`config.mk`:
```
export PLATFORM = sky130hd
export DESIGN_NAME = sal_queue
export DESIGN_NICKNAME = d
export VERILOG_FILES = /design/src/suffix_array_lcp_engine_defines.svh /design/src/sal_pkg.sv /design/src/sal_queue.sv
export SDC_FILE = /design/constraint.sdc
export NUM_CORES = 1
export LEC_CHECK = 0
export ABC_AREA = 0
export BUFFER_PORTS_ARGS = -buffer_cell sky130_fd_sc_hd__buf_2
export CORE_MARGIN = 2
export CORE_UTILIZATION = 49
export DETAILED_ROUTE_END_ITERATION = 10
export MAX_ROUTING_LAYER = met4
export PLACE_DENSITY_LB_ADDON = 0.2
export SLEW_MARGIN = 40
export SYNTH_ARGS = -nofsm -noshare
export SYNTH_HDL_FRONTEND = slang
export SYNTH_SLANG_ARGS = --single-unit
```
`constraint.sdc`:
```
create_clock -name clk -period 4.55 [get_ports clk]
set_input_delay 0.2275 -clock clk [delete_from_list [all_inputs] [get_ports clk]]
set_output_delay 0.2275 -clock clk [all_outputs]
set_load 0.01 [all_outputs]
```
`src/suffix_array_lcp_engine_defines.svh`:
```
// ----------------------------------------------------------------------------
// suffix array lcp engine assertion macros
// shared property forms for the engine's checks
// ----------------------------------------------------------------------------
`ifndef SUFFIX_ARRAY_LCP_ENGINE_DEFINES_SVH
`define SUFFIX_ARRAY_LCP_ENGINE_DEFINES_SVH

// same-cycle implication
`define SAL_ASSERT_IMPLY(label, ante, cons, msg) \
  label: assert property (@(posedge clk) disable iff (rst) (ante) |-> (cons)) else $error(msg);

// next-cycle implication
`define SAL_ASSERT_NEXT(label, ante, cons, msg) \
  label: assert property (@(posedge clk) disable iff (rst) (ante) |=> (cons)) else $error(msg);

`endif

```
`src/sal_pkg.sv`:
```
// ----------------------------------------------------------------------------
// sal_pkg
// types, codes and defaults shared by the suffix array lcp engine
// ----------------------------------------------------------------------------
package sal_pkg;

  localparam int DEF_MAX_LEN     = 1024;
  localparam int DEF_SYMBOL_BITS = 16;
  localparam int FIELD_W         = 11;
  localparam int OP_W            = 2;
  localparam int SYM_W           = 16;
  localparam int QUEUE_DEPTH     = 4;

  localparam logic [OP_W-1:0] OP_LOAD = 2'd0;
  localparam logic [OP_W-1:0] OP_READ = 2'd1;
  localparam logic [OP_W-1:0] OP_LCP  = 2'd2;

  typedef enum logic [1:0] {
    ST_OK        = 2'd0,
    ST_NOT_BUILT = 2'd1,
    ST_RANGE     = 2'd2
  } status_e_t;

  typedef enum logic [1:0] {
    KIND_LOAD,
    KIND_READ,
    KIND_LCP,
    KIND_BAD
  } kind_t;

  typedef struct packed {
    logic [OP_W-1:0]    op;
    logic [SYM_W-1:0]   symbol;
    logic               last;
    logic [FIELD_W-1:0] rank;
    logic [FIELD_W-1:0] pos_a;
    logic [FIELD_W-1:0] pos_b;
  } in_t;

  typedef struct packed {
    logic [1:0]         status;
    logic [FIELD_W-1:0] suffix_start;
    logic [FIELD_W-1:0] lcp_value;
  } out_t;

  typedef struct packed {
    kind_t              kind;
    logic [SYM_W-1:0]   symbol;
    logic               last;
    logic [FIELD_W-1:0] rank;
    logic [FIELD_W-1:0] pos_a;
    logic [FIELD_W-1:0] pos_b;
    logic               same_pos;
  } req_t;

  typedef enum logic [5:0] {
    S_IDLE,
    S_RESP,
    S_Q_RD,
    S_Q_L1,
    S_Q_L2,
    S_Q_L3,
    S_Q_L4,
    S_B_INIT,
    S_INS,
    S_INS_P,
    S_INS_CHK,
    S_INS_A,
    S_INS_B,
    S_INS_PUT,
    S_RK0,
    S_RK,
    S_RK_A,
    S_RK_B,
    S_RK_SA,
    S_RK_SB,
    S_RK_CP,
    S_DBL,
    S_CPY,
    S_CPY_W,
    S_SC,
    S_SC_T,
    S_SC_C,
    S_SC_S,
    S_RR,
    S_RR_A,
    S_RR_B,
    S_RR_1,
    S_RR_2,
    S_RR_3,
    S_RR_4,
    S_RR_CP,
    S_K,
    S_K_R,
    S_K_A,
    S_K_CMP,
    S_K_S1,
    S_K_S2,
    S_K_WR,
    S_T,
    S_T_B,
    S_T_X,
    S_T_Y
  } state_t;

endpackage

```
`src/sal_queue.sv`:
```
// ----------------------------------------------------------------------------
// sal_queue
// short request queue between intake and execution
// ----------------------------------------------------------------------------
module sal_queue (
  input  logic           clk,
  input  logic           rst,
  input  logic           in_valid,
  output logic           in_stall,
  input  sal_pkg::req_t  in_req,
  output logic           out_valid,
  input  logic           out_stall,
  output sal_pkg::req_t  out_req
);

  localparam int QAW = $clog2(sal_pkg::QUEUE_DEPTH);
  localparam int QCW = $clog2(sal_pkg::QUEUE_DEPTH + 1);

  sal_pkg::req_t  entries [sal_pkg::QUEUE_DEPTH];
  logic [QAW-1:0] wr_ptr;
  logic [QAW-1:0] rd_ptr;
  logic [QCW-1:0] count;
  logic           push;
  logic           pop;

  assign in_stall  = (count == QCW'(sal_pkg::QUEUE_DEPTH));
  assign out_valid = (count != '0);
  assign out_req   = entries[rd_ptr];
  assign push      = in_valid && !in_stall;
  assign pop       = out_valid && !out_stall;

  always_ff @(posedge clk) begin
    if (rst) begin
      wr_ptr <= '0;
      rd_ptr <= '0;
      count  <= '0;
    end else begin
      if (push) begin
        wr_ptr <= (wr_ptr == QAW'(sal_pkg::QUEUE_DEPTH - 1)) ? '0 : wr_ptr + 1'b1;
      end
      if (pop) begin
        rd_ptr <= (rd_ptr == QAW'(sal_pkg::QUEUE_DEPTH - 1)) ? '0 : rd_ptr + 1'b1;
      end
      if (push && !pop) begin
        count <= count + 1'b1;
      end else if (pop && !push) begin
        count <= count - 1'b1;
      end
    end
  end

  always_ff @(posedge clk) begin
    if (push) begin
      entries[wr_ptr] <= in_req;
    end
  end

endmodule

```
==> summary.md <==
| Metric | Value |
|---|---|
| Post-Syn Instances | approximately 330 |
| Deepest clock path buffer count | 3 |
| Routed WL | roughly 15000 microns |
| Synth warn | 0 |
| Worst VDD drop | 0.000322 V |
| PortBufs | around 110 |
| Count of final max-slew check failures | 0 |
| Commonest cells after routing, fill and taps aside | 212 x edfxtp_1, 111 x buf_2, 53 x mux4_2, 53 x dlygate4sd3_1, 23 x clkbuf_16 |
| Worst-path cell chain | buf_12 > buf_4 > mux4_2 > buf_2 |
| Die X | 133 microns |
| CTS tree | yes |
| Critical Path End Type | output pin |
| Syn Nets | roughly 390 |
| Sequential element share of the synthesized area | 0.802 |
| Total gr overflow | 0 |
| Share of cells above drive strength 1 | 0.411 |
| Worst path slowest cell | mux4_2 |
| Clock Sinks | between 200 and 250 |
| Pwr Total | approximately 5.5 mW |
| Initial antenna violation count | 0 |
| Root Buffer | clkbuf_16 |
| Setup TNS | 0 ps |
| TritonCTS Buffers | 22 |
| First drt pass iteration count | 6 |
| Die H | between 100 and 150 microns |
| GPL Wtd Cong | a little over 0.7 |
| IO Pins | about 110 |
| FMAX | ~380 MHz |
| WS Path Type | flop to output pin |
| Leakage | roughly 3.5 nW |
| Drc violations | 0 |
| Row cnt | between 40 and 50 |
| CP Max Fanout | 23 |
| Clk_lat worst skew | 490 ps |
| Post-synth EDFFs | about 210 |
| Cell area power density | ~540 nW/um^2 |
| Arr. time, crit path | between 2000 and 2500 ps |
| Number of synthesized register bits | between 200 and 250 |
| Hold Vio Cnt, Final | 0 |
| RSZ-0062 raised after global routing | no |
| Vias | a little under 4000 |
| Max cap viols | 0 |
| Pin count of the biggest net entering global routing | 42 |
| Yosys cell types | 27 |
| Drt wl/cell | just under 20 microns |
| Clock slew at reported path FFs | approximately 60 ps |
| Data required time of the worst path | 4320 ps |
| Ant diodes | 0 |
| Nets | between 500 and 600 |
| Post-CTS Resized | 0 |
| Vias per cell | ~5.2 |
| Worst min path class | input port to flop |
| Worst path max stage delay | about 580 ps |
| Core Util, Final | 0.623 |
| First-pass GRT wire length | approximately 23000 microns |
| Prevailing post-synth register cell | edfxtp_1 |
| Commonest non-fill, non-tap cell in the layout | edfxtp_1 |
| Final period utilization | 0.586 |
| CP top delay family | buffers and inverters |
| Area grow syn2layout | 25.7% |
| Outcome | completed |
| CP Buf/Inv Count | 3 |
| Skew final | approximately 18 ps |
| Vias in the first global route | roughly 4400 |
| Hpwl dp | roughly 8600 microns |
| CP Launch Type | flop |
| Max_slew headroom | 0.568 |
| Core Region | roughly 16000 sq um |
| Post-Syn Area | 8170 sq um |
| Tightest Pin Transition | between 600 and 700 ps |
| DRT antenna net count | 0 |
| Starting Density | 0.496 |
| Gr usage total | 0.174 |
| Clock period minus worst slack | roughly 2700 ps |
| Ys async rst share | 0 |
| CTS H-tree lvls | 1 |
| Avg Cell Area, Syn | roughly 25 sq um |
| Iteration-0 DRC Markers | 189 |
| Final setup fails | 0 |
| Die Footprint | between 15000 and 20000 sq um |
-- worst paths after layout --
path	from	endpoint	slack, ps	cells after the start
worst min register to register	rd_ptr[0]	flop	520	2
worst max register to register	count[0]	count[2]	2030	9
worst min-delay path	rst	wr_ptr[1]	30	2
worst max-delay path	flop	out_req[4]	1880	4
-- cells in the mapped netlist (2+ instances only) --
library cell	number	area share
edfxtp_1	212	0.78
mux4_2	53	0.15
dfxtp_1	9	0.022
buf_6	7	0.0097
ha_1	6	0.0092
buf_2	5	0.0031
inv_1	5	0.0023
and3_1	4	0.0031
a21oi_1	3	0.0018
o21ai_0	3	0.0018
clkbuf_1	2	0.00092
nand3_1	2	0.0012
nor2_1	2	0.00092
nor3_1	2	0.0012
xor2_1	2	0.0021
-- layer usage --
layer,part of all wire,vias up,GRT usage
met5,0,-,-
met4,0.026,0,0.0615
met3,0.042,28,0.0331
met2,0.51,96,0.292
met1,0.42,1986,0.216
li1,-,1755,-
-- through the flow --
step	setup slack, ps	hold WS, ps	instances	cell area (sq um)
3_3_place_gp	2090	437	652	8940
4_1_cts	1640	4.07	745	10200
2_1_floorplan	2160	326	329	8170
6_report	1880	26.1	746	10300
3_5_place_dp	2050	443	652	8960
5_1_grt	1690	13.1	746	10300
-- repair_timing --
action | in CTS | in global routing
buffers inserted | 0 | 0
hold buffers | 53 | 0
hold endpoints to repair | 212 | 0
-- cell families after synthesis --
| kind of cell | synth area share |
|---|---|
| XOR/XNOR | 0.00215 |
| AO/OA/AOI/OAI | 0.00689 |
| multiplexers | 0.147 |
| AND/OR/NAND/NOR | 0.0124 |
| adder cells (fa/ha/maj) | 0.0116 |
| buffers and inverters | 0.0179 |
| flip-flops | 0.802 |
-- report_power, final --
group | internal [mW] | total [mW] | switching [mW]
Clock | 1.15 | 1.85 | 0.703
Sequential | 2.46 | 2.56 | 0.0998
Combinational | 0.544 | 1.09 | 0.546
-- state kept, by name (all words and copies together) (netlist names), named ones only --
signal   cells
wr_ptr       2
entries    212
rd_ptr       2
count        3
-- final cells by class --
type	instances	area (sq um)
multi-input combinational	88	1490
timing repair buffer	171	1150
sequential	221	6550
clock inverter	14	166
tap	220	275
clock buffer	26	587
inverter	6	35.0
fill	1178	6200
(Power assumes the default switching activity.)
