<file path="src/suffix_array_lcp_engine_defines.svh">
// ----------------------------------------------------------------------------
// suffix array lcp engine assertion macros
// shared property forms for the engine's checks
// ----------------------------------------------------------------------------
`ifndef SUFFIX_ARRAY_LCP_ENGINE_DEFINES_SVH
`define SUFFIX_ARRAY_LCP_ENGINE_DEFINES_SVH

// same-cycle implication
`define SAL_ASSERT_IMPLY(label, ante, cons, msg) \
  label: assert property (@(posedge clk) disable iff (rst) (ante) |-> (cons)) else $error(msg);

// next-cycle implication
`define SAL_ASSERT_NEXT(label, ante, cons, msg) \
  label: assert property (@(posedge clk) disable iff (rst) (ante) |=> (cons)) else $error(msg);

`endif

</file>
<file path="src/sal_pkg.sv">
// ----------------------------------------------------------------------------
// sal_pkg
// types, codes and defaults shared by the suffix array lcp engine
// ----------------------------------------------------------------------------
package sal_pkg;

  localparam int DEF_MAX_LEN     = 1024;
  localparam int DEF_SYMBOL_BITS = 16;
  localparam int FIELD_W         = 11;
  localparam int OP_W            = 2;
  localparam int SYM_W           = 16;
  localparam int QUEUE_DEPTH     = 4;

  localparam logic [OP_W-1:0] OP_LOAD = 2'd0;
  localparam logic [OP_W-1:0] OP_READ = 2'd1;
  localparam logic [OP_W-1:0] OP_LCP  = 2'd2;

  typedef enum logic [1:0] {
    ST_OK        = 2'd0,
    ST_NOT_BUILT = 2'd1,
    ST_RANGE     = 2'd2
  } status_e_t;

  typedef enum logic [1:0] {
    KIND_LOAD,
    KIND_READ,
    KIND_LCP,
    KIND_BAD
  } kind_t;

  typedef struct packed {
    logic [OP_W-1:0]    op;
    logic [SYM_W-1:0]   symbol;
    logic               last;
    logic [FIELD_W-1:0] rank;
    logic [FIELD_W-1:0] pos_a;
    logic [FIELD_W-1:0] pos_b;
  } in_t;

  typedef struct packed {
    logic [1:0]         status;
    logic [FIELD_W-1:0] suffix_start;
    logic [FIELD_W-1:0] lcp_value;
  } out_t;

  typedef struct packed {
    kind_t              kind;
    logic [SYM_W-1:0]   symbol;
    logic               last;
    logic [FIELD_W-1:0] rank;
    logic [FIELD_W-1:0] pos_a;
    logic [FIELD_W-1:0] pos_b;
    logic               same_pos;
  } req_t;

  typedef enum logic [5:0] {
    S_IDLE,
    S_RESP,
    S_Q_RD,
    S_Q_L1,
    S_Q_L2,
    S_Q_L3,
    S_Q_L4,
    S_B_INIT,
    S_INS,
    S_INS_P,
    S_INS_CHK,
    S_INS_A,
    S_INS_B,
    S_INS_PUT,
    S_RK0,
    S_RK,
    S_RK_A,
    S_RK_B,
    S_RK_SA,
    S_RK_SB,
    S_RK_CP,
    S_DBL,
    S_CPY,
    S_CPY_W,
    S_SC,
    S_SC_T,
    S_SC_C,
    S_SC_S,
    S_RR,
    S_RR_A,
    S_RR_B,
    S_RR_1,
    S_RR_2,
    S_RR_3,
    S_RR_4,
    S_RR_CP,
    S_K,
    S_K_R,
    S_K_A,
    S_K_CMP,
    S_K_S1,
    S_K_S2,
    S_K_WR,
    S_T,
    S_T_B,
    S_T_X,
    S_T_Y
  } state_t;

endpackage

</file>
<file path="src/sal_front.sv">
// ----------------------------------------------------------------------------
// sal_front
// request intake: registers each request and decodes its kind
// ----------------------------------------------------------------------------
module sal_front (
  input  logic           clk,
  input  logic           rst,
  input  logic           req_valid,
  output logic           req_stall,
  input  sal_pkg::in_t   req_data,
  output logic           q_valid,
  input  logic           q_stall,
  output sal_pkg::req_t  q_req
);

  logic          f_valid;
  sal_pkg::req_t f_req;
  sal_pkg::req_t dec;

  always_comb begin
    dec.symbol   = req_data.symbol;
    dec.last     = req_data.last;
    dec.rank     = req_data.rank;
    dec.pos_a    = req_data.pos_a;
    dec.pos_b    = req_data.pos_b;
    dec.same_pos = (req_data.pos_a == req_data.pos_b);
    case (req_data.op)
      sal_pkg::OP_LOAD: dec.kind = sal_pkg::KIND_LOAD;
      sal_pkg::OP_READ: dec.kind = sal_pkg::KIND_READ;
      sal_pkg::OP_LCP:  dec.kind = sal_pkg::KIND_LCP;
      default:          dec.kind = sal_pkg::KIND_BAD;
    endcase
  end

  assign req_stall = f_valid && q_stall;
  assign q_valid   = f_valid;
  assign q_req     = f_req;

  always_ff @(posedge clk) begin
    if (rst) begin
      f_valid <= 1'b0;
    end else if (!f_valid || !q_stall) begin
      f_valid <= req_valid;
    end
  end

  always_ff @(posedge clk) begin
    if (req_valid && !req_stall) begin
      f_req <= dec;
    end
  end

endmodule

</file>
<file path="config.mk">
export PLATFORM = sky130hd
export DESIGN_NAME = sal_front
export DESIGN_NICKNAME = d
export VERILOG_FILES = /design/src/suffix_array_lcp_engine_defines.svh /design/src/sal_pkg.sv /design/src/sal_front.sv
export SDC_FILE = /design/constraint.sdc
export NUM_CORES = 1
export LEC_CHECK = 0
export ABC_AREA = 1
export BUFFER_PORTS_ARGS = -buffer_cell sky130_fd_sc_hd__clkbuf_2
export CORE_AREA = 2 2 67 81
export DETAILED_ROUTE_END_ITERATION = 16
export DIE_AREA = 0 0 69 83
export PLACE_DENSITY = 0.71
export SETUP_SLACK_MARGIN = 0.2
export SYNTH_ARGS = -nofsm -noshare
export SYNTH_HDL_FRONTEND = slang
export SYNTH_SLANG_ARGS = --single-unit
</file>
<file path="constraint.sdc">
create_clock -name clk -period 3.2 [get_ports clk]
set_input_delay 0.64 -clock clk [delete_from_list [all_inputs] [get_ports clk]]
set_output_delay 0.64 -clock clk [all_outputs]
set_load 0.01 [all_outputs]
</file>
==> results of run 1 <==
[sequential cells by signal, summed over array words and instances (netlist names)]
signal   flops
q_req       53
q_valid      1
[metrics by stage]
| stage | util | worst slack (ns) |
|---|---|---|
| after floorplan | - | 0.6102 |
| after global placement | 0.5038 | 1.160 |
| after detailed placement | 0.5038 | 1.124 |
| after CTS | 0.5202 | 1.451 |
| after global routing | 0.5202 | 1.366 |
| final | 0.5202 | 1.463 |
[per-layer routing]
metal	wire length (um)	part of all wire	track usage	up-vias
li1	-	-	-	586
met1	1313	0.38	0.1437	499
met2	1702	0.50	0.2054	69
met3	366	0.11	0.05825	5
met4	48	0.014	0.04278	0
met5	0	0	0	-
[Yosys cell counts (all sizes together)]
| library cell | n |
|---|---|
| a21oi | 1 |
| clkbuf | 2 |
| dfxtp | 1 |
| edfxtp | 53 |
| inv | 12 |
| nand2 | 21 |
| nor2 | 6 |
| xnor2 | 1 |
| xor2 | 5 |
[cell families after synthesis]
| family | after synthesis | share of synthesized area |
|---|---|---|
| flops | 54 | 0.8828 |
| simple gates | 27 | 0.05689 |
| buf+inv | 14 | 0.02879 |
| xor+xnor | 6 | 0.02879 |
| compound gates | 1 | 0.002739 |
[cell type report]
| type | instances | area, sq um |
|---|---|---|
| sequential | 54 | 1612 |
| clock buffer | 5 | 68.82 |
| timing repair buffer | 111 | 570.5 |
| multi-input combinational | 34 | 168.9 |
| inverter | 12 | 45.04 |
| fill | 430 | 2354 |
| tap | 60 | 75.07 |
| clock inverter | 3 | 11.26 |
[worst reg2reg max path: stages, from the launching register on]
cell and delay (ns):
dfxtp_1 0.32, nand2_1 0.07, inv_1 0.08, nor2_4 0.58, buf_12 0.28
[worst max path at each step]
stage	slack [ns]	start	to	depth (start not counted)
floorplan	0.61	q_stall	q_req[0]	3
global placement	1.16	q_stall	q_req[37]	5
detailed placement	1.12	q_stall	q_req[52]	5
CTS	1.45	q_stall	q_req[47]	5
global route	1.37	q_stall	q_req[39]	5
finish	1.46	q_stall	q_req[34]	5
[power groups by stage]
stage / Sequential [mW] / Clock (mW) / Combinational (mW)
2_1_floorplan: 0.875 / 0 / 0.0296
6_report: 0.835 / 0.346 / 0.137
3_5_place_dp: 0.851 / 0 / 0.141
4_1_cts: 0.836 / 0.362 / 0.141
5_1_grt: 0.839 / 0.393 / 0.152
3_3_place_gp: 0.850 / 0 / 0.137
==> flow_metrics.py, run 1 <==
metrics = {
    "global_routing": {
        "antenna_found_initial": 0,
        "grtUsageTotal": 0.1251,
        "grt_max_degree": 28,
        "grt_pass1_wl_mm": 5.464,
        "grt_overflow": 0,
        "grt_pass1_vias": 1150,
    },
    "placed_design": {
        "dp_cells": 271,
        "gp_congestion": 0.6755,
        "postPlaceCellArea_sq_um": 2471,
        "portBuffers": 110,
        "dpl.hpwl_mm": 2.737,
    },
    "clocking": {
        "cts_resized": 0,
        "cts_hold_buf": 0,
        "clockBufferDepth": 2,
        "cts.clk_slew.worst_paths_ns": 0.08,
        "cts.sinks": 54,
        "htree_levels": 2,
        "cts_tree": "yes",
        "post_cts_buffers": 0,
        "ctsRootBufferMaster": "clkbuf_8",
        "clk_latency_ns": 0.30,
        "cts_inserted_buffers": 5,
    },
    "synth": {
        "syn_area_sq_um": 1826,
        "synth.distinct_cells": 10,
        "syn_avg_cell_area_sq_um": 17.90,
        "yosys.area.top_type": "edfxtp_1",
        "synthCells": 102,
        "syn-num-nets": 158,
        "synth-seq-cells": 54,
        "yosysSeqAreaShare": 0.8828,
        "yosys_warnings": 0,
        "yosysTopAreaCellShare": 0.8718,
        "synth.area.top_cells": "edfxtp_1, nand2_1, inv_1",
    },
    "routing": {
        "antenna_left": 0,
        "num_vias": 1159,
        "drtPass1Iterations": 4,
        "vias_per_cell": 4.154,
        "drc": 0,
        "wl_mm": 3.431,
        "wire_per_inst_um": 12.30,
        "dr.first_iter.drc_count": 51,
    },
    "finish": {
        "final_cell_mix": "clkbuf_2, edfxtp_1, nand2_1",
        "design_area_sq_um": 2551,
        "antenna_cells": 0,
        "final_layout_size_suffix_gt1_frac": 0.5388,
        "final_common_cell": "clkbuf_2",
        "syn2layout_area_growth_pct": 39.75,
        "instances_no_fill": 279,
        "nNetsFinal": 274,
    },
    "worst_setup_path": {
        "cp_slowest_cell": "nor2_4",
        "critPathMaxStageDelay_ns": 0.58,
        "arrival_ns": 1.74,
        "crit_family": "simple AND/OR/NAND/NOR gates",
        "r2r_cells": 4,
        "r2r_start": "q_valid",
        "path_cells": "clkbuf_2, nand2_1, inv_1, nor2_4, buf_12",
        "start_kind": "input port",
        "critPathKind": "input port to register",
        "cp-end-kind": "register",
        "reg2reg_slack_ns": 1.57,
        "cp_data_required_time_ns": 3.20,
        "cp_num_buf_inv": 3,
        "crit_path_max_fanout": 27,
        "reg2reg_to": "q_req[34]",
    },
    "sta": {
        "relSlewSlack": 0.4952,
        "max_slew.worst_pin.slew_ns": 0.7554,
        "finalHoldViolations": 0,
        "whs_ns": 0.4810,
        "rsz0062_at_grt": "false",
        "max_freq_mhz": 575.8,
        "slew_violations": 0,
        "skew_ns": 0.006155,
        "period_share": 0.5427,
        "period_needed_ns": 1.737,
        "tns_ns": 0,
        "setup_violations": 0,
    },
    "run_status": {
        "status": "completed",
    },
    "power_and_ir_drop": {
        "power_density_nw_per_um2": 516.7,
        "p_leak_nw": 1.183,
        "clock_power_share": 0.263,
        "p_int_mw": 1.032,
        "p_comb_frac": 0.104,
        "p_seq_frac": 0.633,
        "ir_drop_v": 0.0002867,
        "power_mw": 1.318,
        "power_switching_mw": 0.2863,
        "p_sw_frac": 0.2172,
    },
    "min_path": {
        "hold_path_depth": 2,
        "hp-start": "q_valid",
        "worstHoldEndpoint": "q_valid",
        "hold_path.class": "register to register",
    },
    "floorplan": {
        "ioPinCount": 111,
        "die-area_sq_um": 5727,
        "die_w_um": 69,
        "rows": 28,
        "initial_core_util": 0.3722,
        "core-area_sq_um": 4905,
        "die_y_um": 83,
    },
    "flow_run": {
        "drv_cap": 0,
    },
}
(Power assumes the default switching activity.)
==> inputs of run 2 (changes only) <==
--- a/config.mk
+++ b/config.mk
@@ -7,10 +7,10 @@
 export LEC_CHECK = 0
 export ABC_AREA = 1
 export BUFFER_PORTS_ARGS = -buffer_cell sky130_fd_sc_hd__clkbuf_2
-export CORE_AREA = 2 2 67 81
+export CORE_AREA = 2 2 64 78
 export DETAILED_ROUTE_END_ITERATION = 16
-export DIE_AREA = 0 0 69 83
-export PLACE_DENSITY = 0.71
+export DIE_AREA = 0 0 66 80
+export PLACE_DENSITY = 0.74
 export SETUP_SLACK_MARGIN = 0.2
 export SYNTH_ARGS = -nofsm -noshare
 export SYNTH_HDL_FRONTEND = slang
==> constraint.sdc (replaced) <==
create_clock -name clk -period 1.67 [get_ports clk]
set_input_delay 0.334 -clock clk [delete_from_list [all_inputs] [get_ports clk]]
set_output_delay 0.334 -clock clk [all_outputs]
set_load 0.01 [all_outputs]
==> run 2 against run 1 <==
Net effect:
- register-to-register slack got worse by 1.0 ns
- clock power increased by 140%
- global-route usage is 1.2 points higher
- non-clock buffer count rose by 1
- total power is 100% higher
- clock-buffer cell count up 1
- critical path type is now register to primary output
- critical endpoint is now req_stall
- largest cell class unchanged
- largest power group unchanged
- highest routed layer unchanged
==> flow_metrics.py, run 2 (same netlist as run 1, synthesis figures left out) <==
metrics = {
    "run_status": {
        "status": "completed",
    },
    "global_routing": {
        "antenna_found_initial": 0,
        "grt_max_degree": 35,
        "grt_overflow": 0,
        "grt_pass1_wl_mm": 5.106,
        "grt_pass1_vias": 1126,
        "grtUsageTotal": 0.1367,
    },
    "clocking": {
        "cts.clk_slew.worst_paths_ns": 0.08,
        "cts_hold_buf": 0,
        "clockBufferDepth": 2,
        "htree_levels": 2,
        "cts_resized": 0,
        "ctsRootBufferMaster": "clkbuf_8",
        "cts.sinks": 54,
        "clk_latency_ns": 0.30,
        "cts_inserted_buffers": 5,
        "post_cts_buffers": 0,
        "cts_tree": "yes",
    },
    "finish": {
        "final_cell_mix": "clkbuf_2, edfxtp_1, nand2_1",
        "largest_reg_flops": 53,
        "antenna_cells": 0,
        "nNetsFinal": 275,
        "final_layout_size_suffix_gt1_frac": 0.5636,
        "fillers": 391,
        "final_common_cell": "clkbuf_2",
        "syn2layout_area_growth_pct": 42.15,
        "instances_no_fill": 278,
    },
    "routing": {
        "top_layer": "met4",
        "wl_met2_mm": 1.747,
        "wl_mm": 3.423,
        "antenna_left": 0,
        "wl_met3_um": 509,
        "wl_met1_mm": 1.113,
        "drc": 0,
        "num_vias": 1180,
        "vias_per_cell": 4.245,
        "wire_per_inst_um": 12.31,
        "drtPass1Iterations": 3,
        "dr.first_iter.drc_count": 30,
    },
    "placed_design": {
        "gp_congestion": 0.6923,
        "dp_cells": 270,
        "portBuffers": 110,
        "dpl.hpwl_mm": 2.772,
    },
    "power_and_ir_drop": {
        "ir_drop_v": 0.0007050,
        "power_density_nw_per_um2": 1040,
        "p_leak_nw": 1.205,
    },
    "sta": {
        "relSlewSlack": 0.8482,
        "max_slew.worst_pin.slew_ns": 0.2278,
        "tns_ns": 0,
        "finalHoldViolations": 0,
        "rsz0062_at_grt": "false",
        "skew_ns": 0.004986,
        "period_share": 0.7331,
        "setup_violations": 0,
        "slew_violations": 0,
        "whs_ns": 0.1796,
        "period_needed_ns": 1.224,
        "max_freq_mhz": 816.8,
    },
    "worst_setup_path": {
        "arrival_ns": 0.89,
        "crit_path_max_fanout": 2,
        "path_cells": "nand2_4, inv_2, clkbuf_2",
        "start_kind": "register",
        "cp_slowest_cell": "dfxtp_2",
        "critPathMaxStageDelay_ns": 0.35,
        "cp-end-kind": "primary output",
        "cp_data_required_time_ns": 1.34,
        "critPathKind": "register to primary output",
    },
    "floorplan": {
        "die-area_sq_um": 5280,
        "rows": 27,
        "die_w_um": 66,
        "die_y_um": 80,
        "core-area_sq_um": 4527,
        "ioPinCount": 111,
        "initial_core_util": 0.4033,
    },
    "flow_run": {
        "drv_cap": 0,
    },
    "min_path": {
        "hold_path.class": "input port to register",
    },
}
## run 2: area by class of cell
cell class                 count  area [sq um]  share of cell area
sequential                    54          1613              0.6215
inverter                      12         45.04             0.01736
timing repair buffer         112         578.1              0.2228
tap                           58         72.57             0.02797
clock buffer                   6         72.57             0.02797
clock inverter                 2         37.54             0.01446
multi-input combinational     34         176.4             0.06798
## run 2: critical path: cells and delay by family (launching register included)
kind / cells / cell delay (ns)
flip-flops: 1 / 0.35
buffers and inverters: 2 / 0.20
AND/OR/NAND/NOR: 1 / 0.05
## run 2: final timing paths
path           start        end  slack [ns]  cells past startpoint
max reg2reg  q_valid  q_req[33]        0.53                      4
max          q_valid  req_stall        0.45                      3
min reg2reg  q_valid    q_valid        0.47                      2
min              rst    q_valid        0.18                      2
## run 2: power by group
| group | switching, mW | internal, mW |
|---|---|---|
| clock | 0.388 | 0.447 |
| sequential | 0.0201 | 1.58 |
| combinational | 0.146 | 0.119 |
| total | 0.554 | 2.15 |
## run 2: metrics by stage
stage | area (sq um) | power (mW) | utilization | setup slack, ns
floorplan | 1842 | 1.735 | - | 0.01505
global placement | 2485 | 1.893 | 0.5489 | 0.4178
detailed placement | 2485 | 1.903 | 0.5489 | 0.3921
CTS | 2595 | 2.739 | 0.5732 | 0.4296
global route | 2595 | 2.826 | 0.5732 | 0.3875
finish | 2595 | 2.700 | 0.5732 | 0.4457
## run 2: metal layers
metal,vias up,GRT usage
li1,582,-
met1,519,0.1342
met2,74,0.2273
met3,5,0.09168
met4,0,0.04898
met5,-,0
==> inputs of run 3 (changes only) <==
==> constraint.sdc (replaced) <==
create_clock -name clk -period 1.2 [get_ports clk]
set_input_delay 0.24 -clock clk [delete_from_list [all_inputs] [get_ports clk]]
set_output_delay 0.24 -clock clk [all_outputs]
set_load 0.01 [all_outputs]
==> run 3 against run 2 <==
Net effect:
- via count grew 1.9%
- die area is the same
- combinational power grew 69%
- critical path type is now register to register
- largest cell class unchanged
- largest power group unchanged
==> flow_metrics.py, run 3 (same netlist as run 1, synthesis figures left out) <==
metrics = {
    "run_status": {
        "status": "completed",
    },
    "finish": {
        "syn2layout_area_growth_pct": 49.07,
        "largest_reg_flops": 53,
        "regArea_sq_um": 1613,
        "final_layout_size_suffix_gt1_frac": 0.5746,
        "final_common_cell": "clkbuf_2",
        "fillers": 363,
        "antenna_cells": 0,
        "final_cell_mix": "clkbuf_2, edfxtp_1, nand2_1",
        "nNetsFinal": 284,
        "multi_input_area_sq_um": 171.4,
    },
    "global_routing": {
        "grt_max_degree": 30,
        "antenna_found_initial": 0,
        "grt_pass1_wl_mm": 5.126,
        "grt_overflow": 0,
        "grtUsageTotal": 0.1361,
        "grt_pass1_vias": 1147,
    },
    "routing": {
        "num_vias": 1203,
        "dr.first_iter.drc_count": 40,
        "vias_per_cell": 4.206,
        "antenna_left": 0,
        "wl_mm": 3.726,
        "drc": 0,
        "drtPass1Iterations": 4,
        "wire_per_inst_um": 13.03,
    },
    "clocking": {
        "clockBufferDepth": 2,
        "htree_levels": 2,
        "clk_latency_ns": 0.29,
        "cts_inserted_buffers": 5,
        "cts_tree": "yes",
        "ctsRootBufferMaster": "clkbuf_8",
        "cts_hold_buf": 0,
        "cts.sinks": 54,
        "cts.clk_slew.worst_paths_ns": 0.08,
    },
    "worst_setup_path": {
        "reg2reg_slack_ns": 0.03,
        "cp-startpoint": "q_valid",
        "r2r_start": "q_valid",
        "cp-end-kind": "register",
        "critPathKind": "register to register",
        "critPathCapture": "q_req[52]",
        "reg2reg_to": "q_req[52]",
        "r2r_cells": 5,
        "cp_data_required_time_ns": 1.21,
        "start_kind": "register",
        "arrival_ns": 1.19,
        "crit_path_max_fanout": 7,
    },
    "sta": {
        "fin_ws_ns": 0.02543,
        "relSlewSlack": 0.8987,
        "period_share": 0.9788,
        "rsz0062_at_grt": "true",
        "max_slew.worst_pin.slew_ns": 0.1515,
        "setup_violations": 0,
        "max_freq_mhz": 851.4,
        "whs_ns": 0.09296,
        "slew_violations": 0,
        "finalHoldViolations": 0,
        "period_needed_ns": 1.175,
        "skew_ns": 0.006895,
    },
    "flow_run": {
        "drv_cap": 0,
    },
    "placed_design": {
        "gp_congestion": 0.6639,
        "dpl.hpwl_mm": 2.706,
        "pre_cts_ws_ns": 0.07716,
        "portBuffers": 110,
    },
    "floorplan": {
        "rows": 27,
        "die-area_sq_um": 5280,
        "ioPinCount": 111,
        "die_y_um": 80,
        "initial_core_util": 0.4033,
        "die_w_um": 66,
        "core-area_sq_um": 4527,
    },
    "power_and_ir_drop": {
        "ir_drop_v": 0.0008071,
        "power_density_nw_per_um2": 1312,
        "power_mw": 3.571,
        "p_leak_nw": 1.263,
    },
    "min_path": {
        "hold_path.class": "input port to register",
    },
}
[run 3: per-stage QoR]
stage / util / cell area (sq um) / instances / setup TNS (ns)
finish: 0.6012 / 2721 / 286 / 0
global route: 0.6012 / 2721 / 286 / -0.06440
CTS: 0.5691 / 2576 / 278 / 0
detailed placement: 0.5506 / 2492 / 270 / 0
global placement: 0.5506 / 2492 / 270 / 0
floorplan: - / 1837 / 102 / -24.79
[run 3: worst max-delay path, stage by stage (launching register included)]
cell and delay [ns]:
dfxtp_2 0.34, nand2_2 0.09, inv_2 0.06, nor2_4 0.10, buf_12 0.15, clkbuf_16 0.15
[run 3: worst min path at each step]
stage	slack [ns]	from	end	cells past startpoint
global route	0.07	rst	q_valid	2
global placement	0.39	rst	q_valid	2
detailed placement	0.40	rst	q_valid	2
finish	0.09	rst	q_valid	2
CTS	0.08	rst	q_valid	2
floorplan	0.30	rst	q_valid	1
[run 3: power by group]
part	switching, mW	total [mW]	internal, mW
combinational	0.222	0.448	0.226
sequential	0.0273	2.23	2.20
clock	0.495	0.897	0.402
total	0.744	3.57	2.83
[run 3: repair_timing]
action,CTS,global route
gates resized for setup,0,5
setup endpoints to repair,108,108
gates cloned,0,5
buffers inserted,1,3
pin swaps,1,2
[run 3: layout make-up]
| class | count | area share |
|---|---|---|
| Clock buffer | 7 | 0.02805 |
| Inverter | 12 | 0.01655 |
| Multi-Input combinational cell | 34 | 0.06299 |
| Sequential cell | 54 | 0.5926 |
| Tap cell | 58 | 0.02667 |
| Timing Repair Buffer | 121 | 0.2731 |
[run 3: per-layer routing]
metal	GRT usage	wire, um	vias up
met1	0.1484	1370	514
met3	0.08604	518	5
met5	0	0	-
li1	-	-	605
met4	0.06122	57	0
met2	0.2081	1780	79
